### src/hw/rtl/pfa_pkg.sv
// Shared types and constants of the page frame allocator.
package pfa_pkg;

  localparam int unsigned NUM_FRAMES = 64;
  localparam int unsigned NUM_OWNERS = 16;

  localparam int unsigned PageSizeW  = 16;
  localparam int unsigned ActiveW    = 7;
  localparam int unsigned ReqW       = 22;
  localparam int unsigned OwnerW     = 4;
  localparam int unsigned FrameIdxW  = 6;
  localparam int unsigned FreePagesW = 7;
  localparam logic [ReqW-1:0] ByteMax = {ReqW{1'b1}};
  localparam logic [PageSizeW-1:0] PageSizeRst = 16'd4096;
  localparam logic [ActiveW-1:0]   ActiveRst   = 7'd64;

  localparam logic MODE_ALLOC = 1'b0;
  localparam logic MODE_FREE  = 1'b1;

  localparam int unsigned RegIdxW = 1;
  localparam logic [RegIdxW-1:0] REG_PAGE_SIZE = 1'b0;
  localparam logic [RegIdxW-1:0] REG_ACTIVE    = 1'b1;

  // Divider status towards the sequencer.
  typedef struct packed {
    logic               done;
    logic [ReqW-1:0]    quot;
    logic [PageSizeW-1:0] rem;
  } div_res_t;

endpackage

### src/hw/rtl/pfa_div.sv
// Restoring divider, one quotient bit per cycle.
module pfa_div (
  input  logic                          clk_i,
  input  logic                          rst_ni,
  input  logic                          start_i,
  input  logic [pfa_pkg::ReqW-1:0]      dividend_i,
  input  logic [pfa_pkg::PageSizeW-1:0] divisor_i,
  output pfa_pkg::div_res_t             res_o
);
  import pfa_pkg::*;

  localparam int unsigned CntW = $clog2(ReqW + 1);

  logic [ReqW-1:0]      q_q, q_d;
  logic [PageSizeW:0]   r_q, r_d;
  logic [PageSizeW-1:0] dv_q, dv_d;
  logic [CntW-1:0]      cnt_q, cnt_d;
  logic                 run_q, run_d, done_q, done_d;
  logic [PageSizeW+1:0] trial;

  always_comb begin
    q_d = q_q; r_d = r_q; dv_d = dv_q; cnt_d = cnt_q; run_d = run_q; done_d = 1'b0;
    trial = '0;
    if (start_i) begin
      q_d = dividend_i; r_d = '0; dv_d = divisor_i;
      cnt_d = CntW'(ReqW); run_d = 1'b1;
    end else if (run_q) begin
      trial = {r_q, q_q[ReqW-1]} - {2'b00, dv_q};
      if (!trial[PageSizeW+1]) begin
        r_d = trial[PageSizeW:0];
        q_d = {q_q[ReqW-2:0], 1'b1};
      end else begin
        r_d = {r_q[PageSizeW-1:0], q_q[ReqW-1]};
        q_d = {q_q[ReqW-2:0], 1'b0};
      end
      cnt_d = cnt_q - 1'b1;
      if (cnt_q == CntW'(1)) begin
        run_d = 1'b0; done_d = 1'b1;
      end
    end
  end

  always_ff @(posedge clk_i or negedge rst_ni) begin
    if (!rst_ni) begin
      run_q <= 1'b0; done_q <= 1'b0; cnt_q <= '0;
    end else begin
      run_q <= run_d; done_q <= done_d; cnt_q <= cnt_d;
    end
  end

  always_ff @(posedge clk_i) begin
    q_q <= q_d; r_q <= r_d; dv_q <= dv_d;
  end

  assign res_o.done = done_q;
  assign res_o.quot = q_q;
  assign res_o.rem  = r_q[PageSizeW-1:0];
endmodule

### src/hw/rtl/page_frame_allocator.sv
// Page frame allocator top level: sequencer, frame table and config port.
// Free is one pass over the window; allocate runs the division and check, then, unless the
// request is rejected or empty, one run search pass and one assignment pass over the window.
// One request at a time; busy falls with a non-frame result, or the cycle after the last frame result.
// A window recount after reset or an active_frames write runs with busy high.
// Reset: every frame free, page size 4096, 64 active frames; results cannot stall.
module page_frame_allocator (
  input  logic clk_i,
  input  logic rst_ni,
  input  logic psel,
  input  logic penable,
  input  logic pwrite,
  input  logic [2:0] paddr,
  input  logic [31:0] pwdata,
  output logic [31:0] prdata,
  output logic pready,
  input  logic start,
  output logic busy,
  input  logic mode_i,
  input  logic [pfa_pkg::OwnerW-1:0] owner_id_i,
  input  logic [pfa_pkg::ReqW-1:0] request_bytes_i,
  output logic result_valid_o,
  output logic status_o,
  output logic frame_valid_o,
  output logic [pfa_pkg::FrameIdxW-1:0] frame_index_o,
  output logic [pfa_pkg::PageSizeW-1:0] bytes_in_frame_o,
  output logic contiguous_o,
  output logic [pfa_pkg::ReqW-1:0] freed_bytes_o,
  output logic [pfa_pkg::FreePagesW-1:0] free_pages_o,
  output logic last_o
);
  import pfa_pkg::*;

  localparam int unsigned FW = $clog2(NUM_FRAMES);
  localparam int unsigned CW = $clog2(NUM_FRAMES + 1);

  typedef enum logic [3:0] {
    S_IDLE, S_RECNT, S_FREE, S_DIV, S_CHECK, S_SEARCH, S_ASSIGN, S_DONE
  } state_e;

  state_e state_q;
  logic [PageSizeW-1:0] page_size_q;
  logic [ActiveW-1:0]   active_q;
  logic [CW-1:0]        free_cnt_q;
  logic [ReqW-1:0]      used_total_q;

  logic                 used_q [NUM_FRAMES];
  logic [OwnerW-1:0]    owner_mem [NUM_FRAMES];
  logic [PageSizeW-1:0] bytes_mem [NUM_FRAMES];
  logic [OwnerW-1:0]    own_rd_q;
  logic [PageSizeW-1:0] bytes_rd_q;

  logic [OwnerW-1:0]    own_q;
  logic [ReqW-1:0]      req_q, acc_q, pages_q;
  logic [PageSizeW-1:0] last_bytes_q, ps_q;
  logic [CW-1:0]        idx_q, run_q, start_q, cnt_q;
  logic                 found_q;
  logic                 pv_q;
  logic [FW-1:0]        pidx_q;

  logic [PageSizeW-1:0] ps_eff;
  logic [CW-1:0]        win;
  logic                 cfg_wr, div_start;
  div_res_t             div_res;
  logic [FW-1:0]        fi;
  logic [ReqW:0]        sum;
  logic                 is_last, mem_we;
  logic [PageSizeW-1:0] frame_b;

  assign ps_eff = (page_size_q == '0) ? PageSizeW'(1) : page_size_q;
  assign win = (active_q > ActiveW'(NUM_FRAMES)) ? CW'(NUM_FRAMES) : CW'(active_q);
  assign cfg_wr = psel & penable & pwrite;
  assign pready = 1'b1;
  assign prdata = paddr[2] ? {25'd0, active_q} : {16'd0, page_size_q};
  assign busy = (state_q != S_IDLE);
  assign fi = idx_q[FW-1:0];
  assign div_start = start && !busy && mode_i == MODE_ALLOC;
  assign sum = {1'b0, acc_q} + {7'd0, bytes_rd_q};
  assign is_last = (ReqW'(cnt_q) + 1'b1 == pages_q);
  assign frame_b = is_last ? last_bytes_q : ps_q;
  assign mem_we = (state_q == S_ASSIGN) && !used_q[fi];

  pfa_div u_div (
    .clk_i(clk_i), .rst_ni(rst_ni), .start_i(div_start),
    .dividend_i(request_bytes_i), .divisor_i(ps_eff), .res_o(div_res)
  );

  always_ff @(posedge clk_i) begin
    if (mem_we) begin
      owner_mem[fi] <= own_q;
      bytes_mem[fi] <= frame_b;
    end
    own_rd_q <= owner_mem[fi];
    bytes_rd_q <= bytes_mem[fi];
  end

  always_ff @(posedge clk_i or negedge rst_ni) begin
    if (!rst_ni) begin
      state_q <= S_RECNT;
      page_size_q <= PageSizeRst;
      active_q <= ActiveRst;
      free_cnt_q <= '0;
      used_total_q <= '0;
      idx_q <= '0;
      for (int k = 0; k < NUM_FRAMES; k++) used_q[k] <= 1'b0;
      own_q <= '0; req_q <= '0; acc_q <= '0; pages_q <= '0;
      last_bytes_q <= '0; ps_q <= '0; run_q <= '0; start_q <= '0; cnt_q <= '0;
      found_q <= 1'b0; pv_q <= 1'b0; pidx_q <= '0;
      status_o <= 1'b0; frame_valid_o <= 1'b0; frame_index_o <= '0;
      bytes_in_frame_o <= '0; contiguous_o <= 1'b0; freed_bytes_o <= '0;
      free_pages_o <= '0; last_o <= 1'b0;
      result_valid_o <= 1'b0;
    end else begin
      result_valid_o <= 1'b0;
      if (cfg_wr && state_q == S_IDLE) begin
        if (paddr[2] == REG_ACTIVE) begin
          active_q <= pwdata[ActiveW-1:0];
          state_q <= S_RECNT; idx_q <= '0; free_cnt_q <= '0;
        end else page_size_q <= pwdata[PageSizeW-1:0];
      end else begin
        case (state_q)
          S_IDLE: if (start) begin
            own_q <= owner_id_i; req_q <= request_bytes_i; ps_q <= ps_eff;
            idx_q <= '0; acc_q <= '0; run_q <= '0; start_q <= '0; cnt_q <= '0;
            found_q <= 1'b0; pv_q <= 1'b0;
            state_q <= (mode_i == MODE_FREE) ? S_FREE : S_DIV;
          end
          S_RECNT: begin
            if (idx_q >= win) state_q <= S_IDLE;
            else begin
              if (!used_q[fi]) free_cnt_q <= free_cnt_q + 1'b1;
              idx_q <= idx_q + 1'b1;
            end
          end
          S_FREE: begin
            if (pv_q && used_q[pidx_q] && own_rd_q == own_q) begin
              acc_q <= sum[ReqW] ? ByteMax : sum[ReqW-1:0];
              used_q[pidx_q] <= 1'b0;
              free_cnt_q <= free_cnt_q + 1'b1;
            end
            if (idx_q < win && 32'(own_q) < NUM_OWNERS) begin
              pv_q <= 1'b1; pidx_q <= fi;
              idx_q <= idx_q + 1'b1;
            end else begin
              pv_q <= 1'b0;
              if (!pv_q) begin
                used_total_q <= (used_total_q > acc_q) ? used_total_q - acc_q : '0;
                status_o <= 1'b0; frame_valid_o <= 1'b0; frame_index_o <= '0;
                bytes_in_frame_o <= '0; contiguous_o <= 1'b0; freed_bytes_o <= acc_q;
                free_pages_o <= FreePagesW'(free_cnt_q); last_o <= 1'b1;
                result_valid_o <= 1'b1;
                state_q <= S_IDLE;
              end
            end
          end
          S_DIV: if (div_res.done) begin
            pages_q <= div_res.quot + ReqW'(div_res.rem != '0);
            last_bytes_q <= (div_res.rem != '0) ? div_res.rem : ps_q;
            state_q <= S_CHECK;
          end
          S_CHECK: begin
            status_o <= 1'b0; frame_valid_o <= 1'b0; frame_index_o <= '0;
            bytes_in_frame_o <= '0; contiguous_o <= 1'b0; freed_bytes_o <= '0;
            free_pages_o <= FreePagesW'(free_cnt_q); last_o <= 1'b1;
            if (32'(own_q) >= NUM_OWNERS || pages_q > ReqW'(free_cnt_q)) begin
              status_o <= 1'b1; result_valid_o <= 1'b1; state_q <= S_IDLE;
            end else if (pages_q == '0) begin
              result_valid_o <= 1'b1; state_q <= S_IDLE;
            end else state_q <= S_SEARCH;
          end
          S_SEARCH: begin
            if (idx_q >= win) begin
              idx_q <= '0; state_q <= S_ASSIGN;
            end else if (!used_q[fi]) begin
              if (run_q == '0) start_q <= idx_q;
              run_q <= run_q + 1'b1;
              if (ReqW'(run_q) + 1'b1 == pages_q) begin
                found_q <= 1'b1;
                idx_q <= (run_q == '0) ? idx_q : start_q;
                state_q <= S_ASSIGN;
              end else idx_q <= idx_q + 1'b1;
            end else begin
              run_q <= '0; idx_q <= idx_q + 1'b1;
            end
          end
          S_ASSIGN: begin
            if (!used_q[fi]) begin
              used_q[fi] <= 1'b1;
              cnt_q <= cnt_q + 1'b1;
              status_o <= 1'b0; frame_valid_o <= 1'b1;
              frame_index_o <= FrameIdxW'(idx_q);
              bytes_in_frame_o <= frame_b;
              contiguous_o <= found_q; freed_bytes_o <= '0;
              free_pages_o <= FreePagesW'(free_cnt_q - CW'(pages_q));
              last_o <= is_last;
              result_valid_o <= 1'b1;
              if (is_last) begin
                free_cnt_q <= free_cnt_q - CW'(pages_q);
                state_q <= S_DONE;
              end
            end
            idx_q <= idx_q + 1'b1;
          end
          S_DONE: begin
            used_total_q <= ({1'b0, used_total_q} + {1'b0, req_q} > {1'b0, ByteMax})
                            ? ByteMax : used_total_q + req_q;
            state_q <= S_IDLE;
          end
          default: state_q <= S_IDLE;
        endcase
      end
    end
  end
endmodule

### config.mk
export PLATFORM = sky130hd
export DESIGN_NAME = page_frame_allocator
export DESIGN_NICKNAME = d
export VERILOG_FILES = /design/src/hw/rtl/pfa_pkg.sv /design/src/hw/rtl/pfa_div.sv /design/src/hw/rtl/page_frame_allocator.sv
export SDC_FILE = /design/constraint.sdc
export NUM_CORES = 2
export LEC_CHECK = 0
export ABC_AREA = 1
export BUFFER_PORTS_ARGS = -buffer_cell sky130_fd_sc_hd__clkbuf_2
export CORE_MARGIN = 2
export CORE_UTILIZATION = 41
export CTS_BUF_LIST = sky130_fd_sc_hd__clkbuf_4 sky130_fd_sc_hd__clkbuf_8
export DETAILED_ROUTE_END_ITERATION = 10
export MAX_ROUTING_LAYER = met4
export PLACE_DENSITY_LB_ADDON = 0.05
export SLEW_MARGIN = 20
export SYNTH_ARGS = -nofsm -noshare
export SYNTH_HDL_FRONTEND = slang
export SYNTH_SLANG_ARGS = --single-unit
### constraint.sdc
create_clock -name clk_i -period 5.56 [get_ports clk_i]
set_input_delay 0 -clock clk_i [delete_from_list [all_inputs] [get_ports clk_i]]
set_output_delay 0 -clock clk_i [all_outputs]
set_load 0.02 [all_outputs]
**After elaboration in Yosys (flattened, before gate mapping)**

Memories as Yosys holds them, arrays and structs flattened. A register that Yosys moved wholly into a read port is not among the register bits.
Cells that the tools add are included.

- $add $sub $neg: 11
- Magnitude comparators: 8
- Eq/ne operators: 32
- Mux-type cells: 120
- Bitwise logic cells: 10
- Reductions and logical operators: 40

Operators by type and width:

| kind | number |
|---|---|
| $mux W22 | 8 |
| $mux W7 | 24 |
| $mux W64 | 2 |
| $pmux W64 S2 | 1 |
| $mux W16 | 7 |
| $pmux W22 S3 | 1 |
| $and A64 B64 Y64 | 1 |
| $not A64 Y64 | 1 |
| $or A64 B64 Y64 | 1 |
| $mux W4 | 12 |
| $pmux W16 S3 | 1 |
| $eq A8 B22 Y1 | 2 |
| $pmux W22 S2 | 1 |
| $pmux W7 S2 | 3 |
| $pmux W7 S3 | 2 |
| $mux W1 | 36 |
| $pmux W7 S5 | 1 |
| $add A7 B1 Y7 const B | 4 |
| $pmux W4 S7 | 1 |
| $ne A3 B3 Y1 const B | 8 |
| $add A22 B16 Y23 | 1 |
| $add A22 B1 Y22 | 1 |
| $gt A22 B7 Y1 | 1 |
| $logic_not A22 Y1 | 1 |
| 46 further kinds | 100 |

- Flip-flop bits (word level): 332
- Bits in writable memories: 1280
- Input port bits: 68
- Output and inout port bits: 90
- Memories: 2

Memory list:

| memory | words | width | read ports | clocked after memory_dff | wr ports | line | text |
|---|---|---|---|---|---|---|---|
| bytes_mem | 64 | 16 | 1 | 1 | 1 | page_frame_allocator.sv:49 | `logic [PageSizeW-1:0] bytes_mem [NUM_FRAMES];` |
| owner_mem | 64 | 4 | 1 | 1 | 1 | page_frame_allocator.sv:48 | `logic [OwnerW-1:0] owner_mem [NUM_FRAMES];` |

**Longest topological paths before layout**

- Word-level depth: 9
- Mapped depth: 20
- Mapped depth without buffers: 18

**Hierarchy**

From an unflattened synthesis, not the netlist that was laid out.

- Cell total of the unflattened synthesis: 6044
- Area, all modules: 68799.7 um^2

By module, submodules not included:

| module | instances | cells an instance | area each (um^2) | seq. area each (um^2) |
|---|---|---|---|---|
| page_frame_allocator | 1 | 5534 | 64989.8 | 45572.5 |
| pfa_div | 1 | 510 | 3809.9 | 1656.6 |

**Least setup slack after synthesis**

No wires, ideal clock.

- Kind: reg2reg
- Start point: register cnt_q[0]
- End point: memory bytes_mem[0][11] (data pin)
- Data arrival time: 4.256 ns
- Required time: 4.848 ns
- Setup slack: 0.593 ns
- Stages on the path, launching flop included: 10
- Buffers on the path: 1
- Clock period less this slack: 4.967 ns
- Path through: dfrtp_1 ha_1 or2_2 nand3_1 nand3_1 nor2_1 and3_1 nand4_1 clkbuf_1 o21ai_0

- Cells in the longest elaborated chain, start to end: 3

Ends and longest elaborated chain:

| what | line | text |
|---|---|---|
| start: declaration | page_frame_allocator.sv:56 | `logic [CW-1:0] idx_q, run_q, start_q, cnt_q;` |
| start signal: assignment | page_frame_allocator.sv:189 | `cnt_q <= cnt_q + 1'b1;` |
| $add A7 B1 Y8 | page_frame_allocator.sv:79 | `assign is_last = (ReqW'(cnt_q) + 1'b1 == pages_q);` |
| $eq A8 B22 Y1 | page_frame_allocator.sv:79 |  |
| $mux W16 | page_frame_allocator.sv:80 | `assign frame_b = is_last ? last_bytes_q : ps_q;` |
| via frame_b[11] | page_frame_allocator.sv:68 | `logic [PageSizeW-1:0] frame_b;` |
| end: declaration | page_frame_allocator.sv:49 |  |

The timed path passes the listed nets, and every way through them passes these cells.

**Worst setup path after layout**

- Start point: register idx_q[0]
- End point: memory bytes_mem[29][11], enable pin

- Cells in the longest elaborated chain, start to end: 8

Ends and longest elaborated chain:

| what | line | text |
|---|---|---|
| start: declaration | page_frame_allocator.sv:56 |  |
| start signal: assignment | page_frame_allocator.sv:132 | `idx_q <= idx_q + 1'b1;` |
| start signal: assignment | page_frame_allocator.sv:143 | `idx_q <= idx_q + 1'b1;` |
| start signal: assignment | page_frame_allocator.sv:179 | `idx_q <= (run_q == '0) ? idx_q : start_q;` |
| $not A6 Y7 (implied by the code) | page_frame_allocator.sv:81 | `assign mem_we = (state_q == S_ASSIGN) && !used_q[fi];` |
| $bmux W1 S6 | page_frame_allocator.sv:81 |  |
| $mux W1 (implied by the code) (2 in a row) | page_frame_allocator.sv:81 |  |
| $logic_not A1 Y1 | -- |  |
| $logic_and A1 B1 Y1 | page_frame_allocator.sv:81 |  |
| $mux W1 | page_frame_allocator.sv:89 | `if (mem_we) begin` |
| $mux W1 (implied by the code) | page_frame_allocator.sv:91 | `bytes_mem[fi] <= frame_b;` |

Several ways; a longest one is shown, not always the timed one. The select of a mux whose other input is x is not followed.

==> results.ini <==
[yosys]
synth_edf_count=1318
synth_cell_types=62
synth_mux_area_share_pct=0.113
synth_compound_area_share_pct=8.88
netlist_area_um2=68600
synth_top_area_cell=edfxtp_1
synth-async-reset-ratio_pct=16.9
synthXorXnorAreaFrac_pct=0.594
synth-seq-cells=1631
synth_simple_gate_area_share_pct=16.3
synth-adder-area-share_pct=1.20
yosys-top-cells-area=edfxtp_1 58%, nand2_1 10%, dfrtp_1 10%
synth_top_area_share_pct=57.7
synth_ff_type=edfxtp_1
synth_top_family_by_area=simple AND/OR/NAND/NOR gates
synth-seq-area-share_pct=68.8
ys_warn_count=0
avgSynthCellArea_um2=11.5
syn_inst=5977

[layout]
syn_to_final_growth_pct=16.9
fillers=15200
fin_util_pct=48.1
layout-drive-gt1-share_pct=14.3
fin_nets=6594

[placement]
dp_hpwl_mm=135
globalplace.congestion=0.878
placement.io_buffers=122

[sta]
finalHoldViolCount=0
period_share_pct=70.4
max_slew.worst_pin.slew_ns=1.12
setup_viol=0
timing.fmax_mhz=256
skew_ns=0.0753
rsz0062_at_grt=no
finalMaxSlewViolations=0
fin_crit_ns=3.91
tns_ns=0
maxSlewHeadroom_pct=25.0

[clock_tree]
tritoncts=yes
cts_resized=0
clk_pin_slew_ns=0.06
worstSkewPairLatency_ns=1.03
clock-sinks=1631
cts_setup_buffers=0
clockBufferDepth=4
clock-root-buffer=clkbuf_8
cts_made_buffers=306
htree_levels=5

[grt]
grt_max_degree=126
antenna_found_initial=11
grt_pass1_wl_mm=331
grt_usage_pct=27.4
gr-total-overflow=0
grt_pass1_vias=47400

[detailed_routing]
drt_pass1_iterations=6
routed_via_density=5.50
drc=0
drt-total-wl_mm=228
wl_per_cell_um=25.7
vias=48800
antenna_left=0
drt_iter0_drc=4905

[floorplanning]
io_pins=158
die_area_um2=171000
core_area_um2=167000
start_util_pct=41.2
die_w_um=413
dieHeight_um=413
rows=150

[setup_path]
critPathRequiredTime_ns=6.28
r2r_start=idx_q[0]$_DFFE_PN0P_
crit_fanout=43
crit_arrival_ns=4.64
start_kind=flop
crit_path_end_kind=flop
crit_type=reg -> reg
cp-startpoint=idx_q[0]$_DFFE_PN0P_

[run_status]
outcome=finished clean

[job]
cap_violations=0

[power]
powerDensity_nw_per_um2=495
p_leak_nw=31.0
p_total_mw=39.7
ir_drop_v=0.000329

[min_path]
hold_path.class=in -> async

[area by class of cell]
class / instances / area (um2) / share of cell area (%)
clock buffers: 451 / 5410 / 6.75
multi-input cells: 3696 / 19300 / 24.0
well taps: 2204 / 2760 / 3.44
inverters: 350 / 1360 / 1.69
repair buffers: 477 / 3920 / 4.88
flip-flops and latches: 1631 / 47200 / 58.9
clock inverters: 53 / 260 / 0.324
diodes: 8 / 20.0 / 0.0250
[worst paths after layout]
| kind | end | slack, ns | cells after the start |
|---|---|---|---|
| max | bytes_mem[29][11]$_DFFE_PP_ | 1.65 | 17 |
| min | used_q[38]$_DFFE_PN0P_ | 0.18 | 4 |
| max reg2reg | bytes_mem[29][11]$_DFFE_PP_ | 1.65 | 17 |
| min reg2reg | u_div.dv_q[5]$_DFFE_PP_ | 0.44 | 0 |
| max in group asynchronous | own_q[1]$_DFFE_PN0P_ | 4.52 | 4 |
| min in group clk_i | pv_q$_DFFE_PN0P_ | 0.20 | 5 |
[stage by stage]
stage | cell area, um2 | std cells | worst slack, ns | hold slack [ns]
final | 80200 | 8870 | 1.65 | 0.182
after global routing | 80200 | 8866 | 1.45 | 0.189
after CTS | 80200 | 8862 | 1.71 | 0.100
after detailed placement | 72900 | 8198 | 1.70 | -0.0518
after global placement | 72900 | 8197 | 1.74 | -0.0553
after floorplan | 68700 | 5992 | 0.593 | -0.296
[timing repair]
item	CTS	global route
hold endpoints to repair	382	0
hold buffers	160	0
setup endpoints to repair	0	0
[cells in the final DEF (no fill, tap or decap), types with 179 or more instances in the layout]
cell      netlist  routed
dfrtp_1       273     269
nand2_1      1860    1860
nand4_1       179     179
inv_1         324     323
nand3_1       211     206
edfxtp_1     1318    1318
clkbuf_8        0     324
a22oi_1       214     214
a21oi_1       191     191
o21ai_0       317     301
[kinds of logic (layout without fill, tap and decap cells)]
logic type / count (synthesis) / after routing
simple gates: 2595 / 2595
flops: 1631 / 1631
compound gates: 968 / 968
buf+inv: 665 / 1331
fa+ha+maj: 64 / 64
xor+xnor: 45 / 45
mux: 7 / 7
other cells: 2 / 25
[power by group]
part | internal (mW) | switching, mW | total, mW | leakage (nW)
registers | 16.2 | 0.579 | 16.8 | 16.0
logic | 2.79 | 8.96 | 11.7 | 12.0
clock network | 6.21 | 4.93 | 11.1 | 3.03
total | 25.2 | 14.5 | 39.7 | 31.0
[critical path, cell delays in order (launching register included)]
cell and delay (ns):
dfrtp_1 0.38, inv_2 0.13, buf_4 0.41, nand2_1 0.10, nand2_1 0.08, nand2_1 0.05, nand2_1 0.10, nand2_1 0.06
nand2_1 0.14, nand2_1 0.09, nand2_1 0.12, nor2_4 0.07, nand2_8 0.14, nor2_8 0.05, inv_6 0.72, buf_4 0.52
nor3_4 0.13, buf_4 0.28
[state kept, by name (all words and copies together) (netlist names), 16 cells and up]
signal,count
bytes_mem,1024
owner_mem,256
used_q,64
acc_q,22
freed_bytes_o,22
pages_q,22
u_div.q_q,22
u_div.r_q,17
bytes_in_frame_o,16
bytes_rd_q,16
last_bytes_q,16
page_size_q,16
ps_q,16
u_div.dv_q,16
[layer usage]
layer | routed length, um | track usage [%] | vias to the layer above
li1 | - | - | 22100
met3 | 13800 | 3.98 | 381
met1 | 103000 | 37.8 | 24600
met4 | 5820 | 7.60 | 0
met2 | 106000 | 42.5 | 1673
met5 | 0 | - | -
[Yosys cell counts, types with 4 or more instances]
cell          n
o2111ai_1    11
mux2_2        6
nor3_2       59
inv_2        21
o211ai_1     19
buf_1        35
nand4_1     179
a221oi_1     93
nand3_1     211
ha_1         61
or2_2         8
buf_2       109
a22o_1       30
buf_4        21
o21ai_0     317
a21oi_1     191
dfxtp_1      37
nand3b_1      7
clkbuf_1    133
nor2_4        5
nor4_1        5
nor3_1       27
dfrtp_1     273
and3_1       34
o21ai_1      31
xnor2_1      13
nand2_4       4
xor2_1       31
a22oi_1     214
buf_6        16
o2bb2ai_1    14
nand2_1    1860
inv_1       324
o31ai_1      10
nor2_1      177
clkinv_1      4
o22ai_1      15
a21o_1        6
nand2_2      10
edfxtp_1   1318
(Power assumes the default switching activity.)
